==> config.mk <==
export PLATFORM = sky130hd
export DESIGN_NAME = mvda_lane
export DESIGN_NICKNAME = d
export VERILOG_FILES = /design/src/mvda_pkg.sv /design/src/mvda_lane.sv
export SDC_FILE = /design/constraint.sdc
export NUM_CORES = 2
export LEC_CHECK = 0
export BUFFER_PORTS_ARGS = -buffer_cell sky130_fd_sc_hd__buf_2
export CAP_MARGIN = 20
export CORE_MARGIN = 1.5
export CORE_UTILIZATION = 70
export CTS_CLUSTER_SIZE = 24
export DETAILED_ROUTE_END_ITERATION = 10
export PLACE_DENSITY = 0.93
export SETUP_SLACK_MARGIN = 0.02
export SYNTH_ARGS = -nofsm -noshare
export SYNTH_HDL_FRONTEND = slang
export SYNTH_SLANG_ARGS = --single-unit
export TNS_END_PERCENT = 20
==> constraint.sdc <==
create_clock -name clk -period 21.2 [get_ports clk]
set_input_delay 2.12 -clock clk [delete_from_list [all_inputs] [get_ports clk]]
set_output_delay 2.12 -clock clk [all_outputs]
set_load 0.1 [all_outputs]
==> src/mvda_pkg.sv <==
package mvda_pkg;

	localparam int ROWS = 4;
	localparam int ELEM_W = 16;
	localparam int ACC_W = 32;

	typedef logic signed [ELEM_W-1:0] elem_t;
	typedef logic signed [ACC_W-1:0] acc_t;

	typedef struct packed {
		logic retire;
		logic clear;
	} lane_ctrl_t;

endpackage

==> src/mvda_lane.sv <==
module mvda_lane (
	input  logic                clk,
	input  logic                arst_n,
	input  mvda_pkg::lane_ctrl_t ctrl,
	input  mvda_pkg::elem_t     vec_even,
	input  mvda_pkg::elem_t     vec_odd,
	input  mvda_pkg::elem_t     row_even,
	input  mvda_pkg::elem_t     row_odd,
	output mvda_pkg::acc_t      sum
);

	mvda_pkg::acc_t prod_even;
	mvda_pkg::acc_t prod_odd;
	mvda_pkg::acc_t acc_q;
	mvda_pkg::acc_t acc_next;

	// products of a 16-bit signed pair fit in 32 bits
	assign prod_even = mvda_pkg::acc_t'(row_even) * mvda_pkg::acc_t'(vec_even);
	assign prod_odd  = mvda_pkg::acc_t'(row_odd) * mvda_pkg::acc_t'(vec_odd);

	// wraps modulo 2^32
	assign acc_next = acc_q + prod_even + prod_odd;

	always_ff @(posedge clk or negedge arst_n) begin
		if (!arst_n) begin
			acc_q <= '0;
		end else if (ctrl.retire) begin
			acc_q <= ctrl.clear ? '0 : acc_next;
		end
	end

	assign sum = acc_next;

endmodule

==> out/qor_table.md <==
| Step | Parameter | Value |
| --- | --- | --- |
| timing | Minimum clock period | 12.22 ns |
| timing | Setup repair after global routing missed its margin | no |
| final layout | Layout cells sized above 1 | 0.04904 |
| timing | Headroom to the max-slew limit | 0.3780 |
| clock tree | TritonCTS buffer count | 5 |
| route | DRC violation total after the first TritonRoute iteration | 1,495 |
| clock tree | Clock transition at the registers of the reported paths | 0.05 ns |
| floorplanning | Die footprint | 32,820 um^2 |
| worst setup path | Data arrival time of the critical path | 10.10 ns |
| final layout | Commonest cells after routing, fill and taps aside | 733 x sky130_fd_sc_hd__inv_1, 622 x sky130_fd_sc_hd__fa_1, 316 x sky130_fd_sc_hd__nand2_1 |
| timing | Slew @ Worst Pin | 0.9330 ns |
| status | Run status | completed |
| job | Max Cap Viol | 0 |
| synthesis | Post-synthesis cell area | 22,220 um^2 |
| synthesis | Number of synthesized flops with an enable pin | 0 |
| route | Total vias in the final route | 16.29k |
| floorplanning | Core area | 31,390 um^2 |
| grt | Pin count of the biggest net entering global routing | 45 |
| timing | Maximum clock skew at final layout | 0.003310 ns |
| worst setup path | Maximum fanout along the worst path | 16 |
| clock tree | Post-CTS resize count | 0 |
| synthesis | Distinct cell type count after synthesis | 58 |
| clock tree | Post-CTS Hold Buffers | 0 |
| grt | Number of global-route vias before repair | 18.64k |
| synthesis | Predominant post-synthesis flop cell | sky130_fd_sc_hd__dfrtp_1 |
| clock tree | Setup fix buffers added after clock tree synthesis | 0 |
| timing | Fin Setup TNS | 0 ns |
| timing | Final setup violation count | 0 |
| synthesis | Net Count, Synth | 3,198 |
| grt | First-pass GRT wire length | 96,840 um |
| clock tree | Master cell of the clock root buffer | sky130_fd_sc_hd__clkbuf_16 |
| place | Gp weighted congestion | 0.9511 |
| place | Placed wire-length estimate after detailed placement | 51,210 um |
| clock tree | Clk Latency, worst-skew pair | 0.28 ns |
| hold path | Hold WC Path Type | flop to flop |
| synthesis | Average footprint of a synthesized cell | 9.368 um^2 |
| route | Routed wire per std cell | 20.59 um |
| route | First-pass DRT Iterations | 8 |
| timing | Period Utilization, post-route | 0.5765 |
| synthesis | Syn. warnings | 0 |
| route | Total Wirelength | 57,870 um |
| final layout | # nets final | 3,231 |
| worst setup path | Critical path start-end classification | primary input to output port |
| final layout | Flip-flop count of the largest register after layout | 32 |
| synthesis | Post-synthesis instance total | 2,372 |
| final layout | Register containing the most flip-flops in the final layout | acc_q |
| clock tree | Number of levels the H-tree was split into | 2 |
| grt | Congestion Overflow GR | 0 |
| floorplanning | Effective utilization at floorplan | 0.7079 |
| timing | Fin. Hold Viols | 0 |
| final layout | Area of the multi-input gates | 18,370 um^2 |
| clock tree | Maximum buffer depth of the clock tree | 2 |
| synthesis | Post-synthesis async set-or-reset flop share | 1.000 |
| clock tree | Clock sink total | 32 |
| synthesis | Number of register bits inferred by synthesis | 32 |
| grt | All-layer global routing usage | 0.3829 |
| final layout | Area growth from synthesis to final layout | 4.093% |
| route | Antenna-violating nets left | 0 |
| grt | Number of antenna violations at the first check in global routing | 5 |
| route | Via density | 5.795 |
| timing | Slew Viols, Final | 0 |
| timing | Maximum achievable frequency | 81.82 MHz |
| worst setup path | Required arrival time at the worst endpoint | 19.08 ns |
| route | # DRC | 0 |
| worst setup path | Kind of end point of the critical path | output port |
| place | Count of buffers inserted at the top-level ports | 99 |
| worst setup path | Category of the worst setup path launch point | primary input |
| synthesis | Sequential element share of the synthesized area | 0.03604 |
| floorplanning | Height of the chip | 181.2 um |
| final layout | Most common library cell in the layout ignoring fill and taps | sky130_fd_sc_hd__inv_1 |
| floorplanning | Die X | 181.2 um |
| final layout | Leading registers by flop count | acc_q: 32 flops |
| floorplanning | Total number of placement rows | 65 |
| final layout | Fill cell instance count of the final layout | 1,973 |
| final layout | Sequential cell area in the final layout | 800.8 um^2 |
| floorplanning | Number of placed I/O pins | 100 |
| clock tree | CTS tree | done |
-- cell usage after synthesis, drive strengths merged, types with 3 or more instances --
master | instances | area share
a21oi | 20 | 0.0047
a21o | 7 | 0.0024
o22ai | 13 | 0.0037
o32ai | 4 | 0.0016
xor2 | 12 | 0.0047
o2111ai | 4 | 0.0016
o211ai | 8 | 0.0029
nand2b | 22 | 0.0062
inv | 733 | 0.12
mux2i | 6 | 0.0027
fa | 622 | 0.56
o221ai | 3 | 0.0012
nand3 | 12 | 0.0029
dfrtp | 32 | 0.036
nand2 | 316 | 0.053
or3 | 4 | 0.0011
nor2 | 37 | 0.0062
and2 | 196 | 0.055
and3 | 4 | 0.0011
o21ai | 19 | 0.0043
ha | 136 | 0.077
a22oi | 3 | 0.0010
nor3 | 8 | 0.0018
xnor2 | 34 | 0.013
xnor3 | 3 | 0.0030
clkbuf | 71 | 0.012
o21a | 10 | 0.0034
buf | 3 | 0.0010
-- area by class of cell --
cell class / instances / area share
well taps: 402 / 0.02175
repair buffers: 100 / 0.02261
clock inverters: 3 / 0.001839
inverters: 735 / 0.1193
clock buffers: 5 / 0.005409
multi-input cells: 1531 / 0.7943
diodes: 2 / 0.0002164
flip-flops and latches: 32 / 0.03462
-- path summary, 6_finish.rpt --
| check | startpoint | endpoint | slack (ns) | cells after the start |
|---|---|---|---|---|
| min | acc_q[27] | acc_q[27] | 0.57 | 2 |
| min in group asynchronous | arst_n | acc_q[3] | 1.92 | 1 |
| max in group asynchronous | arst_n | acc_q[28] | 18.79 | 1 |
| max | row_even[15] | sum[31] | 8.98 | 24 |
| max reg2reg | acc_q[20] | acc_q[30] | 14.28 | 22 |
| min reg2reg | acc_q[27] | acc_q[27] | 0.57 | 2 |
-- layer usage --
layer,part of all wire,vias up,global-route usage
met1,0.36,8222,0.4943
met5,0.00073,-,0
met4,0.043,6,0.1463
met2,0.48,1035,0.6202
met3,0.12,274,0.1097
li1,-,6748,-
-- stage by stage --
stage               hold slack (ns)  area, um^2  setup WS (ns)    util  instances
floorplan                    0.4898       22220          8.723       -       2372
finish                       0.5682       23130          8.978  0.7368       2810
global route                 0.6014       23130          8.679  0.7367       2808
detailed placement           0.5506       22930          8.989  0.7305       2799
global placement             0.5429       22930          9.113  0.7305       2799
CTS                          0.5639       23100          8.923  0.7358       2807
-- logic make-up (layout without fill, tap and decap cells) --
group	Yosys count	count (layout)	share of synthesized area
buf+inv	809	843	0.1372
fa+ha+maj	758	758	0.6369
simple gates	610	610	0.1323
compound gates	108	108	0.03367
xor+xnor	49	49	0.02117
flops	32	32	0.03604
mux	6	6	0.002703
other cells	0	2	0
-- critical path, stage by stage --
cell and delay [ns]:
sky130_fd_sc_hd__buf_2 0.27, sky130_fd_sc_hd__nand2_1 0.53, sky130_fd_sc_hd__inv_1 0.45, sky130_fd_sc_hd__fa_1 0.51
sky130_fd_sc_hd__fa_1 0.54, sky130_fd_sc_hd__inv_1 0.06, sky130_fd_sc_hd__fa_1 0.47, sky130_fd_sc_hd__inv_1 0.05
sky130_fd_sc_hd__fa_1 0.48, sky130_fd_sc_hd__fa_1 0.64, sky130_fd_sc_hd__fa_1 0.48, sky130_fd_sc_hd__fa_1 0.51
sky130_fd_sc_hd__inv_1 0.05, sky130_fd_sc_hd__fa_1 0.48, sky130_fd_sc_hd__inv_1 0.05, sky130_fd_sc_hd__ha_1 0.43
sky130_fd_sc_hd__nand4_2 0.18, sky130_fd_sc_hd__nor3_1 0.34, sky130_fd_sc_hd__nand2_1 0.09, sky130_fd_sc_hd__o21ai_1 0.29
sky130_fd_sc_hd__o211ai_1 0.21, sky130_fd_sc_hd__o21a_1 0.25, sky130_fd_sc_hd__xor2_1 0.15, sky130_fd_sc_hd__buf_2 0.44
Power is not shown: default switching activity piles up to over one toggle a cycle in this logic, so the estimate is an artifact.
